## src/rtl/wpm_pkg.sv

```systemverilog
`timescale 1ns / 1ps
// ----------------------------------------------------------------------------
// Wildcard pattern matcher package
// Shared constants, command codes and the control struct broadcast to cells.
// ----------------------------------------------------------------------------
package wpm_pkg;

    localparam int PATTERN_MAX_DEF = 32;

    localparam int SYM_W    = 8;
    localparam int CMD_W    = 2;
    localparam int STATUS_W = 2;
    localparam int USED_W   = 6;

    // Command codes carried on the input tuser.
    localparam logic [CMD_W-1:0] CMD_CLEAR  = 2'd0;
    localparam logic [CMD_W-1:0] CMD_APPEND = 2'd1;
    localparam logic [CMD_W-1:0] CMD_TEXT   = 2'd2;

    // Status codes in the result.
    localparam logic [STATUS_W-1:0] ST_OK         = 2'd0;
    localparam logic [STATUS_W-1:0] ST_FULL       = 2'd1;
    localparam logic [STATUS_W-1:0] ST_AFTER_TEXT = 2'd2;
    localparam logic [STATUS_W-1:0] ST_UNUSED     = 2'd3;

    // Wildcard symbols.
    localparam logic [SYM_W-1:0] SYM_STAR  = 8'h2A;
    localparam logic [SYM_W-1:0] SYM_QMARK = 8'h3F;

    // Result tdata layout, lowest bit first.
    localparam int OUT_MATCHED_LSB = 0;
    localparam int OUT_STATUS_LSB  = 1;
    localparam int OUT_USED_LSB    = 3;
    localparam int OUT_DATA_W      = 16;

    // Operation broadcast to every cell in the chain.
    typedef struct packed {
        logic             clear;
        logic             append;
        logic             text;
        logic [SYM_W-1:0] sym;
    } cell_ctrl_t;

endpackage

```

## src/rtl/wpm_cell.sv

```systemverilog
`timescale 1ns / 1ps
// ----------------------------------------------------------------------------
// Wildcard pattern matcher cell
// Holds one pattern symbol and its prefix match bit, and updates that bit
// from its left neighbor's old and new bits.
// ----------------------------------------------------------------------------
module wpm_cell (
    input  logic                      aclk,
    input  wpm_pkg::cell_ctrl_t       ctrl,
    input  logic                      sel_append,
    input  logic                      active,
    input  logic                      left_old,
    input  logic                      left_new,
    output logic                      bit_old,
    output logic                      bit_new
);

    logic [wpm_pkg::SYM_W-1:0] sym_reg;
    logic [wpm_pkg::SYM_W-1:0] sym_next;
    logic                      bit_reg;
    logic                      bit_next;
    logic                      is_star;
    logic                      hit;
    logic                      text_val;

    assign is_star  = (sym_reg == wpm_pkg::SYM_STAR);
    assign hit      = (sym_reg == wpm_pkg::SYM_QMARK) || (sym_reg == ctrl.sym);
    // A star extends any match of the shorter prefix, including over the
    // current text symbol; other symbols consume exactly one text symbol.
    assign text_val = is_star ? (bit_reg | left_new) : (hit & left_old);

    always_comb begin
        sym_next = sym_reg;
        bit_next = bit_reg;
        if (ctrl.clear) begin
            bit_next = 1'b0;
        end else if (ctrl.append && sel_append) begin
            sym_next = ctrl.sym;
            bit_next = left_old && (ctrl.sym == wpm_pkg::SYM_STAR);
        end else if (ctrl.text && active) begin
            bit_next = text_val;
        end
    end

    // The symbol store has no reset; unwritten cells stay inactive.
    always_ff @(posedge aclk) begin
        sym_reg <= sym_next;
    end

    // The match bit is written by the append that fills this cell before it
    // is ever read, so it needs no reset either.
    always_ff @(posedge aclk) begin
        bit_reg <= bit_next;
    end

    assign bit_old = bit_reg;
    assign bit_new = bit_next;

endmodule

```

## src/rtl/wildcard_pattern_matcher.sv

```systemverilog
`timescale 1ns / 1ps
// ----------------------------------------------------------------------------
// Wildcard pattern matcher
// Glob matcher with '?' and '*', built as a chain of one cell per pattern
// position.
// ----------------------------------------------------------------------------
// Usage:
//   Every input transaction carries a command on s_axis_tuser and a byte on
//   s_axis_tdata. A clear command starts a new match, append commands load
//   pattern symbols one by one, and text commands stream the text. Every
//   input transaction produces exactly one result transaction on the m_axis
//   side, holding the matched flag, a status code and the pattern length.
//   The chain holds one cell per pattern position. Each cell keeps its
//   pattern symbol and the bit saying whether that pattern prefix matches
//   the text so far. On a text symbol all cells update in the same cycle;
//   a star takes its left neighbor's new bit, others its old bit, so one
//   transaction is accepted per cycle unless the output stalls and the
//   result appears in the cycle after. Chain depth sets the longest path.
//   The result sits in an output register; s_axis_tready stays high while
//   that register is empty or being drained, so a stalled receiver holds the
//   current result stable and stops new input after one transaction.
//   After reset the pattern is empty, the row is reset to match the empty
//   text, and no result is pending. Unwritten pattern cells are never read.
// ----------------------------------------------------------------------------
module wildcard_pattern_matcher #(
    parameter int PATTERN_MAX = wpm_pkg::PATTERN_MAX_DEF
) (
    input  logic                           aclk,
    input  logic                           aresetn,
    input  logic                           s_axis_tvalid,
    output logic                           s_axis_tready,
    // Bits [7:0]: symbol.
    input  logic [7:0]                     s_axis_tdata,
    // Bits [1:0]: cmd.
    input  logic [wpm_pkg::CMD_W-1:0]      s_axis_tuser,
    output logic                           m_axis_tvalid,
    input  logic                           m_axis_tready,
    // Bit 0: matched, bits [2:1]: status, bits [8:3]: pattern_used,
    // bits [15:9]: zero.
    output logic [wpm_pkg::OUT_DATA_W-1:0] m_axis_tdata
);

    localparam int CNT_W = $clog2(PATTERN_MAX + 1);

    logic                          in_accept;
    logic                          out_accept;
    logic [wpm_pkg::CMD_W-1:0]     cmd;
    logic                          is_append;
    logic                          is_full;
    logic [wpm_pkg::STATUS_W-1:0]  status;
    wpm_pkg::cell_ctrl_t           ctrl;

    logic [CNT_W-1:0]              count_reg;
    logic [CNT_W-1:0]              count_next;
    logic                          text_begun_reg;
    logic                          text_begun_next;
    logic                          row0_reg;
    logic                          row0_next;

    logic [PATTERN_MAX:0]          row_old;
    logic [PATTERN_MAX:0]          row_new;
    logic                          matched;
    logic [CNT_W+wpm_pkg::USED_W-1:0] used_ext;

    logic                          m_valid_reg;
    logic                          m_valid_next;
    logic [wpm_pkg::OUT_DATA_W-1:0] m_data_reg;
    logic [wpm_pkg::OUT_DATA_W-1:0] m_data_next;

    assign s_axis_tready = !m_valid_reg || m_axis_tready;
    assign in_accept     = s_axis_tvalid && s_axis_tready;
    assign out_accept    = m_valid_reg && m_axis_tready;
    assign cmd           = s_axis_tuser;

    assign is_append = in_accept && (cmd == wpm_pkg::CMD_APPEND);
    assign is_full   = (count_reg >= CNT_W'(PATTERN_MAX));

    // An append after text has begun is checked before the full store.
    always_comb begin
        status = wpm_pkg::ST_OK;
        if (is_append) begin
            priority if (text_begun_reg) begin
                status = wpm_pkg::ST_AFTER_TEXT;
            end else if (is_full) begin
                status = wpm_pkg::ST_FULL;
            end
        end
    end

    assign ctrl.clear  = in_accept && (cmd == wpm_pkg::CMD_CLEAR);
    assign ctrl.append = is_append && (status == wpm_pkg::ST_OK);
    assign ctrl.text   = in_accept && (cmd == wpm_pkg::CMD_TEXT);
    assign ctrl.sym    = s_axis_tdata;

    // Bit zero of the row: the empty pattern matches only the empty text.
    always_comb begin
        row0_next = row0_reg;
        if (ctrl.clear) begin
            row0_next = 1'b1;
        end else if (ctrl.text) begin
            row0_next = 1'b0;
        end
    end

    always_comb begin
        count_next      = count_reg;
        text_begun_next = text_begun_reg;
        if (ctrl.clear) begin
            count_next      = '0;
            text_begun_next = 1'b0;
        end else if (ctrl.append) begin
            count_next = count_reg + CNT_W'(1);
        end else if (ctrl.text) begin
            text_begun_next = 1'b1;
        end
    end

    assign row_old[0] = row0_reg;
    assign row_new[0] = row0_next;

    for (genvar k = 0; k < PATTERN_MAX; k++) begin : g_cell
        wpm_cell u_cell (
            .aclk       (aclk),
            .ctrl       (ctrl),
            .sel_append (count_reg == CNT_W'(k)),
            .active     (CNT_W'(k) < count_reg),
            .left_old   (row_old[k]),
            .left_new   (row_new[k]),
            .bit_old    (row_old[k+1]),
            .bit_new    (row_new[k+1])
        );
    end

    assign matched  = row_new[count_next];
    assign used_ext = {{wpm_pkg::USED_W{1'b0}}, count_next};

    always_comb begin
        m_valid_next = m_valid_reg;
        m_data_next  = m_data_reg;
        if (in_accept) begin
            m_valid_next = 1'b1;
            m_data_next  = '0;
            m_data_next[wpm_pkg::OUT_MATCHED_LSB] = matched;
            m_data_next[wpm_pkg::OUT_STATUS_LSB +: wpm_pkg::STATUS_W] = status;
            m_data_next[wpm_pkg::OUT_USED_LSB +: wpm_pkg::USED_W] =
                used_ext[wpm_pkg::USED_W-1:0];
        end else if (out_accept) begin
            m_valid_next = 1'b0;
        end
    end

    always_ff @(posedge aclk) begin
        if (!aresetn) begin
            count_reg      <= '0;
            text_begun_reg <= 1'b0;
            row0_reg       <= 1'b1;
            m_valid_reg    <= 1'b0;
        end else begin
            count_reg      <= count_next;
            text_begun_reg <= text_begun_next;
            row0_reg       <= row0_next;
            m_valid_reg    <= m_valid_next;
        end
    end

    always_ff @(posedge aclk) begin
        m_data_reg <= m_data_next;
    end

    assign m_axis_tvalid = m_valid_reg;
    assign m_axis_tdata  = m_data_reg;

endmodule

```

## config.mk

```make
export PLATFORM = sky130hd
export DESIGN_NAME = wildcard_pattern_matcher
export DESIGN_NICKNAME = d
export VERILOG_FILES = /design/src/rtl/wpm_pkg.sv /design/src/rtl/wpm_cell.sv /design/src/rtl/wildcard_pattern_matcher.sv
export SDC_FILE = /design/constraint.sdc
export NUM_CORES = 1
export LEC_CHECK = 0
export ABC_AREA = 1
export BUFFER_PORTS_ARGS = -buffer_cell sky130_fd_sc_hd__buf_2
export CORE_ASPECT_RATIO = 1.5
export CORE_MARGIN = 2
export CORE_UTILIZATION = 60
export DETAILED_ROUTE_END_ITERATION = 6
export GPL_ROUTABILITY_DRIVEN = 0
export HOLD_SLACK_MARGIN = 0.15
export PLACE_DENSITY = 0.88
export SETUP_SLACK_MARGIN = 0.15
export SYNTH_ARGS = -nofsm -noshare
export SYNTH_HDL_FRONTEND = slang
export SYNTH_SLANG_ARGS = --single-unit
```

## constraint.sdc

```tcl
create_clock -name aclk -period 19.4 [get_ports aclk]
set_input_delay 0 -clock aclk [delete_from_list [all_inputs] [get_ports aclk]]
set_output_delay 0 -clock aclk [all_outputs]
set_load 0.02 [all_outputs]
```

======== Word level (Yosys, flattened, before mapping) ========
Index checks and enable logic that the tools add are counted.
storage, ports and cells
  register bits after elaboration ......... 306
  output and inout bits ................... 18
  word-level logic and storage cells ...... 614
cells by class
  add/subtract/negate cells ............... 1
  $lt $le $gt $ge ......................... 34
  equal/unequal tests ..................... 130
  multiplexer cells ....................... 139
  bitwise gates (word level) .............. 67
  reductions and logical operators ........ 174
operators with widths
  cell                 count
  $eq 8x6->1 const B   65
  $eq 8x8->1           32
  $mux 1               134
  $logic_and 1x1->1    102
  $eq 6x5->1 const B   16
  $lt 5x6->1 const A   16
  $reduce_and 2->1     33
  $eq 6x4->1 const B   8
  $lt 4x6->1 const A   8
  $logic_or 1x1->1     33
  $and 1x1->1          32
  $or 1x1->1           32
  $eq 6x3->1 const B   4
  $lt 3x6->1 const A   4
  $eq 6x2->1 const B   2
  $lt 1x6->1 const A   2
  $lt 2x6->1 const A   2
  $mux 6               2
  $lt 6x7->1 const B   1
  $add 6x1->6 const B  1
  $bmux 1 s6           1
  $eq 6x1->1 const B   1
  $ge 6x6->1 const B   1
  $logic_not 6->1      1
  8 further kinds      12

======== Longest topological paths before layout ========
  depth in word-level cells ............... 168
  mapped depth ............................ 138
  mapped depth without buffers ............ 137

======== By module ========
Synthesis repeated with hierarchy kept, for this count alone.
second synthesis, totals
  cell total of the unflattened synthesis .. 2,517
  area total of the unflattened synthesis .. 18,689.2 µm²
modules (own cells, without submodules)
  module                    times used  cells an instance  area each (µm²)  sequential area each (µm²)
  wpm_cell                  32          69                 526.8            260.2
  wildcard_pattern_matcher  1           309                1,833.0          450.4

======== Least setup slack after synthesis ========
No wires, ideal clock.
  kind .................................... flip-flop to flip-flop
  start point ............................. reg m_valid_reg (netlist: m_axis_tvalid)
  end point ............................... reg m_data_reg (netlist bit m_axis_tdata[0]), data pin
  arrival ................................. 8.024 ns
  slack ................................... 11.124 ns
  stages on the path, launching flop included .. 124
  period minus slack after synthesis ...... 8.276 ns
  path through ............................ dfxtp_1 -> a21oi_2 -> nand3_2 -> buf_2 -> nor2_2 -> inv_2 -> nor3_1 -> a21oi_1 -> nand2_2 -> nand2_1 -> nand2_1 -> nand2_1 -> nand2_1 -> nand2_1 -> nand2_1 -> nand2_1 -> nand2_2 -> nand2_1 -> [... 88 more ...] -> nand2_1 -> nand2_1 -> nand2_1 -> nand2_1 -> nand2_1 -> nand2_1 -> nand2_2 -> nand2_1 -> nand2_1 -> nand2_1 -> nand2_2 -> nand2_1 -> nand2_1 -> nand2_1 -> nand2_1 -> nand2_1 -> nand2_1 -> nand2_1
on the way
  cells in the longest elaborated chain, start to end .. 168
  elaborated cells between the ends (all ways) .. 239
  classes of those cells .................. 135 x mux; 32 x bitwise; 72 x reduce/logical
ends and longest elaborated chain
  element                         line                             RTL
  from (decl)                     wildcard_pattern_matcher.sv:65   logic m_valid_reg;
  from (signal assigned)          wildcard_pattern_matcher.sv:162  m_valid_reg <= m_valid_next;
  $logic_not 1->1 *               wildcard_pattern_matcher.sv:70   assign s_axis_tready = !m_valid_reg || m_axis_tready;
  $logic_or 1x1->1 *              wildcard_pattern_matcher.sv:70
  $logic_and 1x1->1 *             wildcard_pattern_matcher.sv:71   assign in_accept = s_axis_tvalid && s_axis_tready;
  named net in_accept             wildcard_pattern_matcher.sv:45   logic in_accept;
  $logic_and 1x1->1               wildcard_pattern_matcher.sv:92   assign ctrl.text = in_accept && (cmd == wpm_pkg::CMD_TEXT);
  $mux 1                          wildcard_pattern_matcher.sv:100  end else if (ctrl.text) begin
  $mux 1                          wildcard_pattern_matcher.sv:98   if (ctrl.clear) begin
  $or 1x1->1                      wpm_cell.sv:30                   assign text_val = is_star ? (bit_reg | left_new) : (hit & left_old);
  [... 154 more ...]              -
  $or 1x1->1                      wpm_cell.sv:30
  $mux 1                          wpm_cell.sv:30
  $mux 1                          wpm_cell.sv:40                   end else if (ctrl.text && active) begin
  $mux 1                          wpm_cell.sv:37                   end else if (ctrl.append && sel_append) begin
  $mux 1                          wpm_cell.sv:35                   if (ctrl.clear) begin
  $bmux 1 s6 *                    wildcard_pattern_matcher.sv:134  assign matched = row_new[count_next];
  $mux 1 (implied by the code) *  wildcard_pattern_matcher.sv:134
  named net matched               wildcard_pattern_matcher.sv:62   logic matched;
  to (signal assigned)            wildcard_pattern_matcher.sv:167  m_data_reg <= m_data_next;
  to (decl)                       wildcard_pattern_matcher.sv:67   logic [wpm_pkg::OUT_DATA_W-1:0] m_data_reg;
Mark *: on every way through the listed nets, which the timed path passes. The rest lies on a longest branch. The select of a mux whose other input is x is not followed.
A chain may end at the register's enable or synchronous reset.

======== Final worst setup path ========
Same ends and word-level chain as after synthesis.

==> results.ini <==
[outcome]
run_status=complete, no violations

[yosys]
synth.largest_area_cell=edfxtp_1
synth_top_cells_by_count=nand2_1 (372), edfxtp_1 (265), inv_1 (166)
netlist_instances=1718
synth-edff-count=265
avgSynthCellArea_um2=9.352
yosys-top-cells-area=edfxtp_1 (50%), nand2_1 (8.7%), xnor2_1 (6.5%), dfxtp_1 (5.1%), inv_1 (3.9%)
synth_top_area_share_pct=49.53
synthFlopType=edfxtp_1
synth_seq_cells=306
yosysWarnings=0
ys_types=49
synthArstFlopShare_pct=0
yosysMostFrequentCell=nand2_1
synthesis.area_um2=16070
yosysSeqAreaShare_pct=54.64

[worst_hold_path]
min_path_type=primary input to flip-flop
min_to=row0_reg
min_from=aresetn
hold_depth=3

[sta]
relSlewSlack_pct=30.42
skew_ns=0.02350
slew_viol_final=0
rsz0062_at_grt=no
timing.final.crit_share_pct=52.09
setup_violations=0
clock.fmax_mhz=98.96
setup_tns_ns=0
hold_viol_final=0
period_minus_slack_ns=10.10
worst_slew_pin_slew_ns=1.040

[clock_tree]
path_clk_slew_ns=0.07
clock_sinks=306
cts_buffers=26
cts_tree=yes
clk_latency_ns=0.56
h-tree-depth=1
clockBufferDepth=3
root_buffer=clkbuf_16
cts.repair.resized=0

[setup_path]
cpMaxStageDelayCell=a21oi_2
arrival_ns=10.43
end_kind=flip-flop
startpoint=m_axis_tvalid
worstPathMaxFanout=12
start_kind=flip-flop
ff2ff_path_depth=130
crit_type=flip-flop to flip-flop
crit_family=simple AND/OR/NAND/NOR gates
r2r_start=m_axis_tvalid
crit_path_max_incr_delay_ns=0.57
ff2ff_setup_slack_ns=9.30
worstPathRequired_ns=19.73
critPathBufInv=0
reg2reg_to=m_axis_tdata[0]
cp_common_cell=nand2_1

[detailed_routing]
ant_nets=0
firstDrtPassIters=6
drt_iter0_drc=1330
vias=13230
viasPerCell=6.269
wl_um=42750
drc=0
wl_per_cell_um=20.25

[global_route]
grt_overflow=0
grt_usage_pct=30.90
grt_pass1_vias=13350
grt_start_max_net_pins=41
grt_pass1_wl_um=66560
antenna_found_initial=0

[power]
finalPower_w=0.001335
p_leak_nw=6.140
powerDensity_nw_per_um2=76.30
vdd_ir_drop_max_v=0.00007472

[floorplanning]
rows=73
dieWidth_um=137.6
die_h_um=204.4
dieArea_um2=28130
initial_core_util_pct=60.87
io_pins=32
core_area_um2=26400

[layout]
fin_nets=1772
area_delta_synth_final_pct=8.940
largest_register_ffs=256
n_antenna_cell=0
layout-drive-gt1-share_pct=11.61
fin_util_pct=66.31
num-fill-cells=1876

[placement]
portBuffers=24
place_hpwl_um=28250

[job]
max_cap_violations=0

[repair_timing]
| action | 4_1_cts | 5_1_grt |
|---|---|---|
| buffers inserted | 0 | 0 |
| hold buffers | 13 | 0 |
| endpoints found under the hold margin | 120 | 0 |
[cell families (layout without fill, tap and decap cells)]
group	count (synthesis)	after routing	synth area share, %
DFF	306	306	54.64
and+or+nand+nor	827	827	23.56
AOI/OAI and AO/OA	198	198	7.507
xor gates and xnor gates	145	145	7.904
adders and majority gates	4	4	0.3115
buffers and inverters	237	287	6.059
other	1	7	0.02334
[stage by stage]
| stage | instances | setup WS (ns) | instance area [um^2] | hold WS [ns] |
|---|---|---|---|---|
| 2_1_floorplan | 1724 | 11.12 | 16090 | 0.06913 |
| 3_3_place_gp | 2050 | 10.26 | 16510 | 0.2027 |
| 3_5_place_dp | 2050 | 9.803 | 16510 | 0.2090 |
| 4_1_cts | 2111 | 9.601 | 17500 | 0.1720 |
| 5_1_grt | 2111 | 8.004 | 17500 | 0.1862 |
| 6_report | 2111 | 9.295 | 17500 | 0.1842 |
[worst reg2reg max path, delay by kind of cell (launching register included)]
| family | cells | cell delay, ns |
|---|---|---|
| AND/OR/NAND/NOR | 128 | 8.80 |
| AO/OA/AOI/OAI | 2 | 0.72 |
| flip-flops | 1 | 0.34 |
[report_power, final]
group	switching [W]	total, W	internal [W]
registers	0.00000276	0.000720	0.000717
clock network	0.000237	0.000526	0.000289
logic	0.0000630	0.0000900	0.0000271
[layout make-up]
type | count | area, um^2 | area share [%]
sequential | 306 | 8778 | 50.15
clock buffer | 36 | 760.7 | 4.346
timing repair buffer | 60 | 425.4 | 2.430
tap | 337 | 421.7 | 2.409
clock inverter | 12 | 97.59 | 0.5576
inverter | 179 | 676.9 | 3.867
multi-input combinational | 1181 | 6342 | 36.24
[layout by cell type (no fill, tap or decap), types with 3 or more instances in the layout]
cell type / count
a211oi_1: 7
o32ai_1: 18
nor4_1: 32
o2111a_1: 8
clkbuf_16: 28
a21oi_1: 100
buf_2: 23
buf_4: 24
inv_1: 166
xor2_1: 26
nand4_1: 71
or2_2: 70
nand2_2: 21
nand3_1: 72
inv_2: 10
clkinv_2: 9
ha_1: 4
nor3_2: 3
clkbuf_1: 5
nor2_1: 147
conb_1: 7
dlygate4sd3_1: 13
o2111ai_1: 11
nor3_1: 24
nor2_2: 5
xnor2_1: 119
o21ai_0: 37
dfxtp_1: 41
nand2_1: 372
edfxtp_1: 265
clkbuf_8: 3
a31oi_1: 5
[layer usage]
metal  GRT usage, %  wire length, um
met1          32.79            14180
met2          53.23            21120
met3          5.382             3776
met4          24.48             3673
met5              0                0
[worst max path at each step]
stage,endpoint,slack [ns],cells after the start
3_5_place_dp,m_axis_tdata[0],9.80,130
5_1_grt,m_axis_tdata[0],8.00,130
2_1_floorplan,m_axis_tdata[0],11.12,123
4_1_cts,m_axis_tdata[0],9.60,130
3_3_place_gp,m_axis_tdata[0],10.26,132
6_report,m_axis_tdata[0],9.30,130
No activity file was read; power rests on OpenSTA's default activity.
